$ cat config.mk
export PLATFORM = sky130hd
export DESIGN_NAME = ceau_seq
export DESIGN_NICKNAME = d
export VERILOG_FILES = /design/src/ceau_pkg.sv /design/src/ceau_seq.sv
export VERILOG_INCLUDE_DIRS = /design/src /design/src/src
export SDC_FILE = /design/constraint.sdc
export NUM_CORES = 1
export LEC_CHECK = 0
export ABC_AREA = 1
export ABC_CLOCK_PERIOD_IN_PS = 6000
export BUFFER_PORTS_ARGS = -buffer_cell sky130_fd_sc_hd__buf_2
export CORE_UTILIZATION = 35
export CTS_BUF_LIST = sky130_fd_sc_hd__clkbuf_16
export DETAILED_ROUTE_END_ITERATION = 12
export HOLD_SLACK_MARGIN = 0.15
export PLACE_DENSITY_LB_ADDON = 0.3
export SKIP_CTS_REPAIR_TIMING = 1
export SKIP_LAST_GASP = 1
export SLEW_MARGIN = 20
export SYNTH_ARGS = -nofsm -noshare
export SYNTH_HDL_FRONTEND = slang
export SYNTH_SLANG_ARGS = --single-unit
$ cat constraint.sdc
create_clock -name clk -period 6 [get_ports clk]
set_input_delay 0.6 -clock clk [delete_from_list [all_inputs] [get_ports clk]]
set_output_delay 0.6 -clock clk [all_outputs]
set_load 0.005 [all_outputs]
$ cat src/cpu_effective_address_unit_assert.svh
// Assertion macros used by the address unit sequencer.
// CEAU_ASSERT_IMP checks a same-cycle implication, CEAU_ASSERT_NXT a next-cycle one.
`ifndef CPU_EFFECTIVE_ADDRESS_UNIT_ASSERT_SVH
`define CPU_EFFECTIVE_ADDRESS_UNIT_ASSERT_SVH

`ifndef SYNTH
`define CEAU_ASSERT_IMP(lbl, clk, rst_n, ante, cons, msg) \
    lbl: assert property (@(posedge clk) disable iff (!rst_n) (ante) |-> (cons)) \
        else $error(msg);
`define CEAU_ASSERT_NXT(lbl, clk, rst_n, ante, cons, msg) \
    lbl: assert property (@(posedge clk) disable iff (!rst_n) (ante) |=> (cons)) \
        else $error(msg);
`else
`define CEAU_ASSERT_IMP(lbl, clk, rst_n, ante, cons, msg)
`define CEAU_ASSERT_NXT(lbl, clk, rst_n, ante, cons, msg)
`endif

`endif

$ cat src/ceau_pkg.sv
package ceau_pkg;

    // Addressing mode codes
    localparam logic [3:0] MODE_IMP = 4'd0;
    localparam logic [3:0] MODE_ACC = 4'd1;
    localparam logic [3:0] MODE_IMM = 4'd2;
    localparam logic [3:0] MODE_ZP  = 4'd3;
    localparam logic [3:0] MODE_ZPX = 4'd4;
    localparam logic [3:0] MODE_ZPY = 4'd5;
    localparam logic [3:0] MODE_REL = 4'd6;
    localparam logic [3:0] MODE_ABS = 4'd7;
    localparam logic [3:0] MODE_ABX = 4'd8;
    localparam logic [3:0] MODE_ABY = 4'd9;
    localparam logic [3:0] MODE_IND = 4'd10;
    localparam logic [3:0] MODE_IZX = 4'd11;
    localparam logic [3:0] MODE_IZY = 4'd12;
    localparam logic [3:0] MODE_WR  = 4'd13;

    localparam int ADDR_W = 16;

    typedef struct packed {
        logic [3:0]        mode;
        logic [ADDR_W-1:0] pc;
        logic [7:0]        reg_a;
        logic [7:0]        reg_x;
        logic [7:0]        reg_y;
        logic [7:0]        write_data;
    } req_t;

    typedef struct packed {
        logic [ADDR_W-1:0] target_address;
        logic [ADDR_W-1:0] next_pc;
        logic              extra_cycle;
    } rsp_t;

    // Byte memory access from the sequencer
    typedef struct packed {
        logic              en;
        logic              we;
        logic [ADDR_W-1:0] addr;
        logic [7:0]        wdata;
    } mem_req_t;

    // Finished request from the sequencer
    typedef struct packed {
        logic valid;
        rsp_t rsp;
    } fin_t;

endpackage

$ cat src/ceau_seq.sv
`include "cpu_effective_address_unit_assert.svh"

module ceau_seq (
    input  logic              clk,
    input  logic              rst_n,
    input  logic              start,
    input  ceau_pkg::req_t    request,
    input  logic [15:0]       held,
    input  logic [7:0]        rdata,
    output logic              busy,
    output ceau_pkg::mem_req_t mem,
    output ceau_pkg::fin_t    fin
);

    localparam logic [2:0] S_IDLE = 3'd0;
    localparam logic [2:0] S_B0   = 3'd1;
    localparam logic [2:0] S_B1   = 3'd2;
    localparam logic [2:0] S_P0   = 3'd3;
    localparam logic [2:0] S_P1   = 3'd4;

    logic [2:0]  state_reg, state_next;
    logic [3:0]  mode_reg, mode_next;
    logic [15:0] npc_reg, npc_next;
    logic [7:0]  x_reg, x_next;
    logic [7:0]  y_reg, y_next;
    logic [7:0]  lo_reg, lo_next;
    logic [15:0] ptr_reg, ptr_next;

    logic [15:0] word;
    logic [7:0]  idx;
    logic [15:0] idx_sum;
    logic        page_cross;
    logic [7:0]  zp_x;
    logic [7:0]  zp_y;
    logic [15:0] rel_target;

    // Shared address arithmetic
    assign word       = {rdata, lo_reg};
    assign idx        = (mode_reg == ceau_pkg::MODE_ABX) ? x_reg : y_reg;
    assign idx_sum    = word + {8'h00, idx};
    assign page_cross = (idx_sum[15:8] != word[15:8]);
    assign zp_x       = rdata + x_reg;
    assign zp_y       = rdata + y_reg;
    assign rel_target = npc_reg + {{8{rdata[7]}}, rdata};

    assign busy = (state_reg != S_IDLE);

    // Walk operand and pointer bytes, at most one memory access per cycle
    always_comb
    begin
        state_next = state_reg;
        mode_next  = mode_reg;
        npc_next   = npc_reg;
        x_next     = x_reg;
        y_next     = y_reg;
        lo_next    = lo_reg;
        ptr_next   = ptr_reg;
        mem        = '0;
        fin        = '0;
        case (state_reg)
            S_IDLE:
            begin
                if (start)
                begin
                    mode_next = request.mode;
                    x_next    = request.reg_x;
                    y_next    = request.reg_y;
                    if (request.mode >= ceau_pkg::MODE_ABS && request.mode <= ceau_pkg::MODE_IND)
                        npc_next = request.pc + 16'd2;
                    else
                        npc_next = request.pc + 16'd1;
                    case (request.mode)
                        ceau_pkg::MODE_IMP:
                        begin
                            fin.valid              = 1'b1;
                            fin.rsp.target_address = held;
                            fin.rsp.next_pc        = request.pc;
                        end
                        ceau_pkg::MODE_ACC:
                        begin
                            fin.valid              = 1'b1;
                            fin.rsp.target_address = {8'h00, request.reg_a};
                            fin.rsp.next_pc        = request.pc;
                        end
                        ceau_pkg::MODE_IMM:
                        begin
                            fin.valid              = 1'b1;
                            fin.rsp.target_address = request.pc;
                            fin.rsp.next_pc        = request.pc + 16'd1;
                        end
                        ceau_pkg::MODE_WR:
                        begin
                            mem.en    = 1'b1;
                            mem.we    = 1'b1;
                            mem.addr  = request.pc;
                            mem.wdata = request.write_data;
                        end
                        ceau_pkg::MODE_ZP, ceau_pkg::MODE_ZPX, ceau_pkg::MODE_ZPY,
                        ceau_pkg::MODE_REL, ceau_pkg::MODE_ABS, ceau_pkg::MODE_ABX,
                        ceau_pkg::MODE_ABY, ceau_pkg::MODE_IND, ceau_pkg::MODE_IZX,
                        ceau_pkg::MODE_IZY:
                        begin
                            mem.en     = 1'b1;
                            mem.addr   = request.pc;
                            state_next = S_B0;
                        end
                        default:
                        begin
                        end
                    endcase
                end
            end
            S_B0:
            begin
                state_next      = S_IDLE;
                fin.rsp.next_pc = npc_reg;
                case (mode_reg)
                    ceau_pkg::MODE_ZP:
                    begin
                        fin.valid              = 1'b1;
                        fin.rsp.target_address = {8'h00, rdata};
                    end
                    ceau_pkg::MODE_ZPX:
                    begin
                        fin.valid              = 1'b1;
                        fin.rsp.target_address = {8'h00, zp_x};
                    end
                    ceau_pkg::MODE_ZPY:
                    begin
                        fin.valid              = 1'b1;
                        fin.rsp.target_address = {8'h00, zp_y};
                    end
                    ceau_pkg::MODE_REL:
                    begin
                        fin.valid              = 1'b1;
                        fin.rsp.target_address = rel_target;
                    end
                    ceau_pkg::MODE_ABS, ceau_pkg::MODE_ABX, ceau_pkg::MODE_ABY,
                    ceau_pkg::MODE_IND:
                    begin
                        lo_next    = rdata;
                        mem.en     = 1'b1;
                        mem.addr   = npc_reg - 16'd1;
                        state_next = S_B1;
                    end
                    ceau_pkg::MODE_IZX:
                    begin
                        ptr_next   = {8'h00, zp_x};
                        mem.en     = 1'b1;
                        mem.addr   = {8'h00, zp_x};
                        state_next = S_P0;
                    end
                    ceau_pkg::MODE_IZY:
                    begin
                        ptr_next   = {8'h00, rdata};
                        mem.en     = 1'b1;
                        mem.addr   = {8'h00, rdata};
                        state_next = S_P0;
                    end
                    default:
                    begin
                    end
                endcase
            end
            S_B1:
            begin
                state_next      = S_IDLE;
                fin.rsp.next_pc = npc_reg;
                case (mode_reg)
                    ceau_pkg::MODE_ABS:
                    begin
                        fin.valid              = 1'b1;
                        fin.rsp.target_address = word;
                    end
                    ceau_pkg::MODE_ABX, ceau_pkg::MODE_ABY:
                    begin
                        fin.valid               = 1'b1;
                        fin.rsp.target_address  = idx_sum;
                        fin.rsp.extra_cycle     = page_cross;
                    end
                    ceau_pkg::MODE_IND:
                    begin
                        ptr_next   = word;
                        mem.en     = 1'b1;
                        mem.addr   = word;
                        state_next = S_P0;
                    end
                    default:
                    begin
                    end
                endcase
            end
            S_P0:
            begin
                // High pointer byte stays in the same page
                lo_next    = rdata;
                mem.en     = 1'b1;
                mem.addr   = {ptr_reg[15:8], ptr_reg[7:0] + 8'd1};
                state_next = S_P1;
            end
            S_P1:
            begin
                state_next      = S_IDLE;
                fin.valid       = 1'b1;
                fin.rsp.next_pc = npc_reg;
                if (mode_reg == ceau_pkg::MODE_IZY)
                begin
                    fin.rsp.target_address = idx_sum;
                    fin.rsp.extra_cycle    = page_cross;
                end
                else
                begin
                    fin.rsp.target_address = word;
                end
            end
            default:
            begin
                state_next = S_IDLE;
            end
        endcase
    end

    // Advance the sequencer
    always_ff @(posedge clk or negedge rst_n)
    begin
        if (!rst_n)
            state_reg <= S_IDLE;
        else
            state_reg <= state_next;
    end

    // Hold request operands and fetched bytes
    always_ff @(posedge clk)
    begin
        mode_reg <= mode_next;
        npc_reg  <= npc_next;
        x_reg    <= x_next;
        y_reg    <= y_next;
        lo_reg   <= lo_next;
        ptr_reg  <= ptr_next;
    end

    `CEAU_ASSERT_IMP(a_write_idle, clk, rst_n, mem.we, (state_reg == S_IDLE) && start, "memory write outside an accepted request")
    `CEAU_ASSERT_IMP(a_fin_ends, clk, rst_n, fin.valid, state_next == S_IDLE, "finish while sequence continues")
    `CEAU_ASSERT_IMP(a_p1_fin, clk, rst_n, state_reg == S_P1, fin.valid, "pointer walk ended without result")
    `CEAU_ASSERT_NXT(a_rd_start, clk, rst_n, start && !busy && request.mode >= ceau_pkg::MODE_ZP && request.mode <= ceau_pkg::MODE_IZY, state_reg == S_B0, "operand read not started")

endmodule
# Word-level counts from Yosys, hierarchy flattened
# Index checks and enable logic that the tools add are counted.
# totals
memories	0
wordCells	100
rom_bits	0
latch_bits	0
input_bits	79
ramBits	0
out_inout_bits	61
reg_bits	63
# op_classes
div	0
bitwise_logic	0
n_shift	0
multipliers	0
n_eq_ne	33
n_mux	34
n_reduce_logical	16
n_addsub	8
magnitude_cmp	2
# ops
operator	count
case mux 33 bit (4 select lines)	1
case mux 33 bit (3 select lines)	1
two-way mux 16 bit	5
case mux 17 bit (4 select lines)	1
case mux 16 bit (2 select lines)	2
case mux 16 bit (4 select lines)	1
case mux 16 bit (3 select lines)	1
== test 4 bit, second input constant	11
case mux 17 bit (2 select lines)	1
two-way mux 33 bit	1
== test 4 x 3 -> 1 bit, second input constant	8
two-way mux 8 bit	4
two-way mux 26 bit	1
adder 16 x 1 -> 16 bit, second input constant	1
adder 16 bit	1
adder 16 x 2 -> 16 bit, second input constant	1
adder 16 x 8 -> 16 bit	1
adder 8 bit	2
case mux 8 bit (2 select lines)	1
subtractor 16 x 1 -> 16 bit, second input constant	1
== test 4 x 2 -> 1 bit, second input constant	3
case mux 3 bit (4 select lines)	1
OR reduction 11 bit	1
OR reduction 10 bit	1
other kinds (27)	41

# Depth between registers and ports, before layout
# Gate-level depths: netlist of the first run.
# depth
word_depth	6
depth_mapped	16
mapped_depth_nobuf	16

# Least setup slack after synthesis of the first run
# No wires, ideal clock.
# synth_timing
path_type	reg2out
startpoint	register mode_reg[3]
endpoint	output port fin[25] (netlist name)
t_required_ns	5.400
stages_incl_launch_ff	14
slack_ns	2.972
t_arrival_ns	2.428
path_buffers	0
cell_sequence	edfxtp_1 nand2_1 inv_1 nand2_1 mux2_2 ha_1 fa_1 nand3_1 nand2_1 nand2_1 nand2_1 o21ai_0 nand2_1 nand3_1
# synth_rtl
item	line_no	text
start: declaration	ceau_seq.sv:22	logic [3:0] mode_reg, mode_next;
start signal: assignment	ceau_seq.sv:235	mode_reg <= mode_next;
end: declaration	ceau_seq.sv:12	output ceau_pkg::fin_t fin

==> results by group, run 1 <==
STA
  – Final hold violation count: 0
  – # setup viols final: 0
  – Post-Route Setup TNS: 0 ns
  – Tmin final: 3.931 ns
  – RSZ-0062 raised after global routing: false
  – Slew margin rel.: 38.72%
  – Final count of pins violating max slew: 0
  – Worst-Margin Slew: 0.9165 ns
  – Worst Skew: 0.01046 ns
  – Max Fclk: 254.4 MHz
  – Final Cycle Share: 65.52%

Power and ir drop
  – Leak pwr: 4.309 nW
  – Internal cell power: 0.001453 W
  – Clock share of power: 20.5%
  – Sequential Power Share: 26.9%
  – Power Density: 312.9 mW/mm2
  – Max rail drop VDD: 0.0002031 V
  – Switching portion of total power: 46.47%
  – Switching power: 0.001261 W
  – Comb power frac: 52.6%

Routing
  – Drt pass-1 iters: 5
  – Drt wl/cell: 18.68 um
  – DR DRC count: 0
  – Iter 0 DRT Violations: 961
  – Routed Antenna Nets: 0
  – DR vias: 8599
  – Final wirelength: 29.36 mm
  – Detailed-route vias per instance: 5.470

Clock tree
  – # H-tree levels: 3
  – CTS root buffer: clkbuf_16
  – Worst-Skew Late Latency: 0.35 ns
  – Sink Count: 63
  – CTS tree: built
  – Reg clk slew, reported paths: 0.05 ns
  – CTS Buffer Depth: 2
  – CTS Buf Count: 9

Outcome
  – Outcome: finished clean

Yosys
  – Synth warn: 0
  – Synthesized area: 0.007387 mm2
  – #FFs+latches synth: 63
  – Post-synth EDFFs: 60
  – Post-Syn Instances: 1161
  – Asr flop ratio synth: 4.762%
  – Top_reg_cell synth: edfxtp_1
  – Yosys cell types: 48
  – Syn_nets: 1287
  – Avg Cell Area, Syn: 6.363 um2
  – Seq/Total Area, Yosys: 25.41%

Global route
  – Vias in the first global route: 7906
  – Total grt overflow: 0
  – Initial antenna violation count: 0
  – Total track usage: 27.26%
  – Largest net degree at the start of global routing: 37
  – First-pass GRT wire length: 44.75 mm

Worst setup path
  – Required time worst endpoint: 5.40 ns
  – Kind of critical path: reg2out
  – Nature of the critical path startpoint: flop
  – Worst setup EP type: primary output
  – Worst EP arrival: 3.33 ns
  – Critical R2R Launch: state_reg[2]
  – Crit Path Max Fanout: 8
  – Reg2reg end: ptr_reg[13]
  – Worst reg2reg path depth: 4
  – Reg2reg setup slack: 3.54 ns

Floorplan
  – Die ar.: 0.02169 mm2
  – Die W: 147.3 um
  – Core area: 0.02049 mm2
  – Initial core utilization: 36.04%
  – Die H: 147.3 um
  – IO Count: 140
  – Rows: 52

Finish
  – Final nets: 1423
  – Design area: 0.008675 mm2
  – Layout cells sized above 1: 15.05%
  – Commonest non-fill, non-tap cells in the layout: nand2_1, inv_1, buf_2, nand3_1, nor2_1
  – ANT cells: 0
  – Area Overhead vs Synth: 17.43%
  – Commonest non-fill, non-tap cell in the layout: nand2_1

Run
  – Maxcap violations: 0

Min path
  – Min-Delay Path Class: in2reg
  – WHS Endpoint: x_reg[7]
  – Hold Path Depth: 1
  – Hold path start: request[23]

Placed design
  – Post-DP HPWL: 23.49 mm
  – Placed inst area: 0.008359 mm2
  – Routability Congestion: 0.9933
  – PortBufs: 139
## Yosys cell counts, drive strengths merged (2+ instances only)
master | number | share of area, %
nor3 | 17 | 1.3
a21boi | 2 | 0.25
o2111ai | 4 | 0.47
o22ai | 9 | 0.76
or2 | 8 | 0.68
nand3b | 12 | 1.2
dfrtp | 3 | 1.0
mux2 | 8 | 1.2
inv | 147 | 7.5
edfxtp | 60 | 24
o211ai | 14 | 1.5
xnor2 | 6 | 0.71
ha | 43 | 7.3
a31oi | 2 | 0.17
fa | 4 | 1.1
a22oi | 7 | 0.71
nor4 | 2 | 0.17
buf | 15 | 1.1
nor2 | 111 | 6.2
o21a | 4 | 0.41
xor2 | 21 | 2.5
o21ai | 83 | 5.7
o221ai | 3 | 0.36
nand3 | 118 | 8.1
a21oi | 49 | 3.5
nand4 | 20 | 1.7
clkbuf | 5 | 0.27
nand2 | 379 | 19
## through the flow
| step | std cells | util, % | total power, W | hold WS, ns | setup WS, ns |
|---|---|---|---|---|---|
| after CTS | 1571 | 42.28 | 0.002682 | 0.03607 | 2.111 |
| final | 1572 | 42.33 | 0.002714 | 0.4236 | 2.069 |
| after floorplan | 1161 | - | 0.001592 | 0.3044 | 2.972 |
| after detailed placement | 1555 | 40.79 | 0.002124 | 0.4041 | 2.499 |
| after global routing | 1572 | 42.33 | 0.002895 | 0.4200 | 1.893 |
| after global placement | 1555 | 40.79 | 0.002121 | 0.4032 | 2.585 |
## worst max-delay path by stage
| stage | to | startpoint | depth (start not counted) |
|---|---|---|---|
| finish | fin[25] | mode_reg[3] | 14 |
| global route | fin[29] | mode_reg[2] | 16 |
| global placement | fin[25] | mode_reg[3] | 14 |
| floorplan | fin[25] | mode_reg[3] | 13 |
| detailed placement | fin[25] | mode_reg[3] | 14 |
| CTS | fin[25] | mode_reg[3] | 14 |
## power groups by stage
stage	clock network (W)	logic, W	registers (W)
floorplan	0	0.000913	0.000679
global placement	0	0.00139	0.000730
detailed placement	0	0.00139	0.000731
CTS	0.000559	0.00140	0.000723
global route	0.000574	0.00159	0.000736
finish	0.000557	0.00143	0.000730
## logic make-up (layout without fill, tap and decap cells)
family,count (synthesis),after routing,synth area share [%]
AOI/OAI and AO/OA,181,181,14.24
xor gates and xnor gates,27,27,3.201
adders and majority gates,47,47,8.367
buffers and inverters,168,309,8.875
DFF,63,63,25.41
muxes,8,8,1.220
and+or+nand+nor,667,667,38.69
## routing by layer
metal | share of wire (%) | global-route usage (%)
met5 | 0 | 0
met4 | 3.3 | 10.21
met3 | 8.8 | 4.907
met2 | 45 | 42.90
met1 | 43 | 37.04
## critical path, stage by stage (launching register included)
cell and delay, ns:
edfxtp_1 0.44, nand2_1 0.16, inv_1 0.09, nand2_1 0.30, mux2_2 0.39, ha_1 0.21
fa_1 0.42, nand3_1 0.11, nand2_1 0.12, nand2_1 0.09, nand2_1 0.17, o21ai_0 0.20
nand2_1 0.07, nand3_1 0.10, buf_2 0.12
## final cells by class
type                            count  area (um2)
Fill cell                        2195       11820
Multi-Input combinational cell    930        4855
Sequential cell                    63        1877
Timing Repair Buffer              145       743.2
Inverter                          148       556.8
Tap cell                          270       337.8
Clock buffer                        9       225.2
Clock inverter                      7       80.08
No activity file was read; power rests on OpenSTA's default activity.
==> inputs of run 2 (changes only) <==
--- a/config.mk
+++ b/config.mk
@@ -7,7 +7,7 @@
 export NUM_CORES = 1
 export LEC_CHECK = 0
 export ABC_AREA = 1
-export ABC_CLOCK_PERIOD_IN_PS = 6000
+export ABC_CLOCK_PERIOD_IN_PS = 3600
 export BUFFER_PORTS_ARGS = -buffer_cell sky130_fd_sc_hd__buf_2
 export CORE_UTILIZATION = 35
 export CTS_BUF_LIST = sky130_fd_sc_hd__clkbuf_16
==> constraint.sdc (replaced) <==
create_clock -name clk -period 3.6 [get_ports clk]
set_input_delay 0.36 -clock clk [delete_from_list [all_inputs] [get_ports clk]]
set_output_delay 0.36 -clock clk [all_outputs]
set_load 0.005 [all_outputs]
==> run 2 against run 1 <==
Effect of this change: hold slack got worse by 0.24 ns; largest cell class unchanged; global-route usage barely moved; flip-flop and latch count did not move; via count fell by 0.27%.
==> results by group, run 2 (synthesized netlist as in run 1, its figures left out) <==
Outcome
  – Outcome: finished clean

Routing
  – DR vias: 8576
  – Routed Antenna Nets: 0
  – DR DRC count: 0
  – Detailed-route vias per instance: 5.438
  – Iter 0 DRT Violations: 869
  – Drt pass-1 iters: 5
  – Drt wl/cell: 18.78 um
  – Final wirelength: 29.62 mm

Min path
  – Min-Delay Path Class: in2reg
  – Hold Path Depth: 1
  – WHS Endpoint: y_reg[6]
  – Hold path start: request[14]

Global route
  – First-pass GRT wire length: 44.28 mm
  – Vias in the first global route: 7854
  – Largest net degree at the start of global routing: 37
  – Total track usage: 27.25%
  – Initial antenna violation count: 0
  – Total grt overflow: 0

Finish
  – Commonest non-fill, non-tap cell in the layout: nand2_1
  – Area Overhead vs Synth: 17.60%
  – ANT cells: 0
  – Commonest non-fill, non-tap cells in the layout: nand2_1, inv_1, buf_2, nand3_1, nor2_1
  – Final nets: 1429
  – Layout cells sized above 1: 15.68%
  – Final Non-Filler Cells: 1577

Worst setup path
  – Reg2reg end: ptr_reg[6]
  – Nature of the critical path startpoint: flop
  – Critical R2R Launch: x_reg[0]
  – Reg2reg setup slack: 1.53 ns
  – Worst setup EP type: primary output
  – Worst EP arrival: 3.02 ns
  – Worst reg2reg path depth: 8
  – Kind of critical path: reg2out
  – Crit Path Max Fanout: 8
  – Required time worst endpoint: 3.24 ns

Clock tree
  – # H-tree levels: 3
  – Reg clk slew, reported paths: 0.05 ns
  – Worst-Skew Late Latency: 0.35 ns
  – CTS Buf Count: 9
  – CTS root buffer: clkbuf_16
  – Sink Count: 63
  – CTS tree: built
  – CTS Buffer Depth: 2

STA
  – Final Cycle Share: 93.93%
  – Tmin final: 3.382 ns
  – Max Fclk: 295.7 MHz
  – Post-Route Setup TNS: 0 ns
  – Final hold violation count: 0
  – RSZ-0062 raised after global routing: false
  – Worst Skew: 0.009456 ns
  – Final count of pins violating max slew: 0
  – Worst-Margin Slew: 0.9060 ns
  – # setup viols final: 0
  – Slew margin rel.: 39.42%

Power and ir drop
  – Max rail drop VDD: 0.0003161 V
  – Leak pwr: 4.318 nW
  – Power Density: 503.8 mW/mm2
  – Tot Pwr: 0.004377 W

Placed design
  – PortBufs: 139
  – Cells after DPL: 1559
  – Post-DP HPWL: 23.84 mm
  – Routability Congestion: 1.003

Floorplan
  – Die W: 147.3 um
  – Die H: 147.3 um
  – Initial core utilization: 36.04%
  – Die ar.: 0.02169 mm2
  – IO Count: 140
  – Core area: 0.02049 mm2
  – Rows: 52

Run
  – Maxcap violations: 0
[run 2: cell count changes in the layout (fill, tap and decap cells not counted), moves of 2 or more]
cell / change
inv_1: +2
buf_4: +6
nand2_1: -2
nand2_2: +2
ha_1: -2
bufinv_16: -2
[run 2: metal layers]
metal  up-vias  part of all wire (%)  track usage, %
li1       4160                     -               -
met1      3945                    43           37.15
met2       414                    44           42.67
met3        57                   9.0           4.224
met4         0                   3.5           11.49
met5         -                     0               0
[run 2: power by group]
| group | switching, W | total (W) | internal (W) |
|---|---|---|---|
| registers | 0.000185 | 0.00121 | 0.00103 |
| clock network | 0.000319 | 0.000767 | 0.000447 |
| logic | 0.00158 | 0.00240 | 0.000822 |
| total | 0.00208 | 0.00438 | 0.00230 |
[run 2: stage by stage]
step	area [um2]	hold WS, ns	utilization (%)	setup slack, ns
after floorplan	7387	0.06441	-	0.8123
after global placement	8389	0.1613	40.93	0.5561
after detailed placement	8389	0.1583	40.93	0.5200
after CTS	8638	-0.2067	42.15	0.1402
after global routing	8687	0.1781	42.39	0.02898
final	8687	0.1878	42.39	0.2184
[run 2: how the worst max path moves through the flow]
stage           startpoint  endpoint  slack, ns
6_report       mode_reg[3]   fin[25]       0.22
5_1_grt        mode_reg[2]   fin[30]       0.03
4_1_cts        mode_reg[2]   fin[25]       0.14
3_5_place_dp   mode_reg[3]   fin[25]       0.52
3_3_place_gp   mode_reg[3]   fin[25]       0.56
2_1_floorplan  mode_reg[3]   fin[25]       0.81
[run 2: worst max-delay path: stages (launching register included)]
cell	delay (ns)
edfxtp_1	0.44
nand2_2	0.12
inv_1	0.07
nand2_1	0.13
buf_4	0.19
mux2_2	0.37
fa_1	0.43
nand3_1	0.10
nand2_1	0.12
nand2_1	0.11
nand2_2	0.13
a22oi_1	0.21
nand3_1	0.11
buf_2	0.14
[run 2: layout make-up]
| class | instances | area [um2] |
|---|---|---|
| fill | 2232 | 11810 |
| sequential | 63 | 1877 |
| tap | 270 | 337.8 |
| clock buffer | 9 | 225.2 |
| timing repair buffer | 151 | 788.3 |
| inverter | 148 | 556.8 |
| clock inverter | 6 | 23.77 |
| multi-input combinational | 930 | 4878 |
==> inputs of run 3 (changes only) <==
--- a/config.mk
+++ b/config.mk
@@ -7,16 +7,15 @@
 export NUM_CORES = 1
 export LEC_CHECK = 0
 export ABC_AREA = 1
-export ABC_CLOCK_PERIOD_IN_PS = 3600
+export ABC_CLOCK_PERIOD_IN_PS = 3700
 export BUFFER_PORTS_ARGS = -buffer_cell sky130_fd_sc_hd__buf_2
-export CORE_UTILIZATION = 35
+export CORE_UTILIZATION = 29
 export CTS_BUF_LIST = sky130_fd_sc_hd__clkbuf_16
 export DETAILED_ROUTE_END_ITERATION = 12
 export HOLD_SLACK_MARGIN = 0.15
 export PLACE_DENSITY_LB_ADDON = 0.3
 export SKIP_CTS_REPAIR_TIMING = 1
 export SKIP_LAST_GASP = 1
-export SLEW_MARGIN = 20
 export SYNTH_ARGS = -nofsm -noshare
 export SYNTH_HDL_FRONTEND = slang
 export SYNTH_SLANG_ARGS = --single-unit
==> constraint.sdc (replaced) <==
create_clock -name clk -period 3.7 [get_ports clk]
set_input_delay 0.37 -clock clk [delete_from_list [all_inputs] [get_ports clk]]
set_output_delay 0.37 -clock clk [all_outputs]
set_load 0.005 [all_outputs]
==> run 3 against run 2 <==
Effect of this change: power is 2.2% lower; die area up 20%; flip-flop and latch count unchanged; count of clock-buffer cells in the layout did not move; clock skew grew 0.0018 ns; largest cell class unchanged; highest routed layer unchanged.
==> results by group, run 3 (synthesized netlist as in run 1, its figures left out) <==
Worst setup path
  – Buf+Inv Stages, Crit Path: 2
  – CP max stage delay: 0.43 ns
  – Reg2reg end: ptr_reg[2]
  – Critical R2R Launch: x_reg[0]
  – Reg2reg setup slack: 1.54 ns
  – Nature of the critical path startpoint: flop
  – Required time worst endpoint: 3.33 ns
  – Crit Path Max Fanout: 8
  – Cell mode on critical path: nand3_1
  – Worst reg2reg path depth: 7
  – Top delay family on crit path: simple AND/OR/NAND/NOR gates
  – Kind of critical path: reg2out
  – Slowest cell on crit path: edfxtp_1
  – Worst setup EP type: primary output
  – Cells along the critical path: nand2_1, inv_1, nand2_4, mux2_2, ha_1, fa_1, nand3_1, nand2_1, nand3_1, nand2_1, nand2_1, nand3_1, nand3_1, nand3_1, buf_2
  – Worst EP arrival: 3.07 ns

Global route
  – Total grt overflow: 0
  – Largest net degree at the start of global routing: 37
  – Vias in the first global route: 7957
  – First-pass GRT wire length: 45.18 mm
  – Total track usage: 23.06%
  – Initial antenna violation count: 0

Floorplan
  – Core area: 0.02511 mm2
  – Die H: 161.6 um
  – Initial core utilization: 29.42%
  – Rows: 58
  – Die ar.: 0.02611 mm2
  – IO Count: 140
  – Die W: 161.6 um

STA
  – Post-Route Setup TNS: 0 ns
  – Final Cycle Share: 93.04%
  – Final count of pins violating max slew: 0
  – RSZ-0062 raised after global routing: false
  – Worst-Margin Slew: 0.9498 ns
  – Tmin final: 3.443 ns
  – Worst Skew: 0.01126 ns
  – # setup viols final: 0
  – Slew margin rel.: 36.49%
  – Final hold violation count: 0
  – Max Fclk: 290.5 MHz

Placed design
  – Routability Congestion: 0.9743
  – Cells after DPL: 1617
  – Post-DP HPWL: 24.11 mm
  – PortBufs: 139
  – Placed inst area: 0.008449 mm2

Min path
  – Hold path start: request[21]
  – Min-Delay Path Class: in2reg
  – Hold Path Depth: 1
  – WHS Endpoint: x_reg[5]

Finish
  – Final Non-Filler Cells: 1633
  – Commonest non-fill, non-tap cells in the layout: nand2_1, inv_1, buf_2, nand3_1, nor2_1
  – Design area: 0.008725 mm2
  – Multi-input logic area: 0.004865 mm2
  – Area Overhead vs Synth: 18.11%
  – ANT cells: 0
  – Final nets: 1425
  – Commonest non-fill, non-tap cell in the layout: nand2_1
  – Layout cells sized above 1: 15.43%
  – Reg area: 0.001877 mm2
  – Layout fillers: 2864

Routing
  – Wl on met1: 12.88 mm
  – Iter 0 DRT Violations: 882
  – Top sig layer: met4
  – Detailed-route vias per instance: 5.293
  – DR vias: 8644
  – Routed Antenna Nets: 0
  – Wire length on met3: 2.318 mm
  – DR DRC count: 0
  – Routed length on met2: 13.56 mm
  – Drt wl/cell: 18.40 um
  – Final wirelength: 30.05 mm
  – Drt pass-1 iters: 6

Outcome
  – Outcome: finished clean

Power and ir drop
  – Power Density: 490.4 mW/mm2
  – Leak pwr: 4.302 nW
  – Max rail drop VDD: 0.0002542 V

Clock tree
  – CTS tree: built
  – Worst-Skew Late Latency: 0.36 ns
  – Sink Count: 63
  – # H-tree levels: 3
  – CTS Buffer Depth: 2
  – Reg clk slew, reported paths: 0.06 ns
  – CTS Buf Count: 9
  – CTS root buffer: clkbuf_16

Run
  – Maxcap violations: 0
==> run 3: changes by cell type in the layout (fill, tap and decap cells not counted), moves of 2 or more <==
cell / delta
clkinv_2: +2
ha_1: +2
inv_1: -3
buf_4: -4
==> run 3: layout make-up <==
class                           instances  area share (%)
Clock inverter                          6          0.3442
Multi-Input combinational cell        930           55.76
Timing Repair Buffer                  147           8.691
Clock buffer                            9           2.581
Inverter                              148           6.382
Tap cell                              330           4.733
Sequential cell                        63           21.51
==> run 3: routing by layer <==
metal	global-route usage, %	vias up
met5	0	-
met4	11.41	0
met3	3.467	76
met2	36.68	418
met1	30.37	3985
li1	-	4165
==> run 3: report_power, final <==
| part | leakage, nW | switching, W | internal, W |
|---|---|---|---|
| combinational | 3.57 | 0.00154 | 0.000785 |
| clock | 0.130 | 0.000329 | 0.000440 |
| sequential | 0.600 | 0.000185 | 0.000999 |
==> run 3: stage by stage <==
stage | setup WS, ns | total power (W) | hold WS, ns | util [%]
after CTS | 0.05552 | 0.004241 | -0.1985 | 34.67
after global routing | 0.01592 | 0.004577 | 0.1857 | 34.75
after detailed placement | 0.4384 | 0.003463 | 0.1710 | 33.65
final | 0.2574 | 0.004279 | 0.1920 | 34.75
after global placement | 0.4954 | 0.003456 | 0.1706 | 33.65
after floorplan | 0.9023 | 0.002582 | 0.07441 | -
==> run 3: how the worst max path moves through the flow <==
| stage | end | depth (start not counted) | start | slack (ns) |
|---|---|---|---|---|
| final | fin[31] | 15 | mode_reg[3] | 0.26 |
| after floorplan | fin[25] | 13 | mode_reg[3] | 0.90 |
| after global placement | fin[25] | 14 | mode_reg[3] | 0.50 |
| after global routing | fin[31] | 16 | mode_reg[2] | 0.02 |
| after CTS | fin[25] | 14 | mode_reg[3] | 0.06 |
| after detailed placement | fin[25] | 14 | mode_reg[3] | 0.44 |
==> run 3: worst reg2reg max path, stage by stage, from the launching register on <==
cell	delay, ns
edfxtp_1	0.43
ha_1	0.24
fa_1	0.43
xor2_1	0.39
inv_1	0.07
nor2_1	0.08
o21ai_0	0.07
o21ai_0	0.20
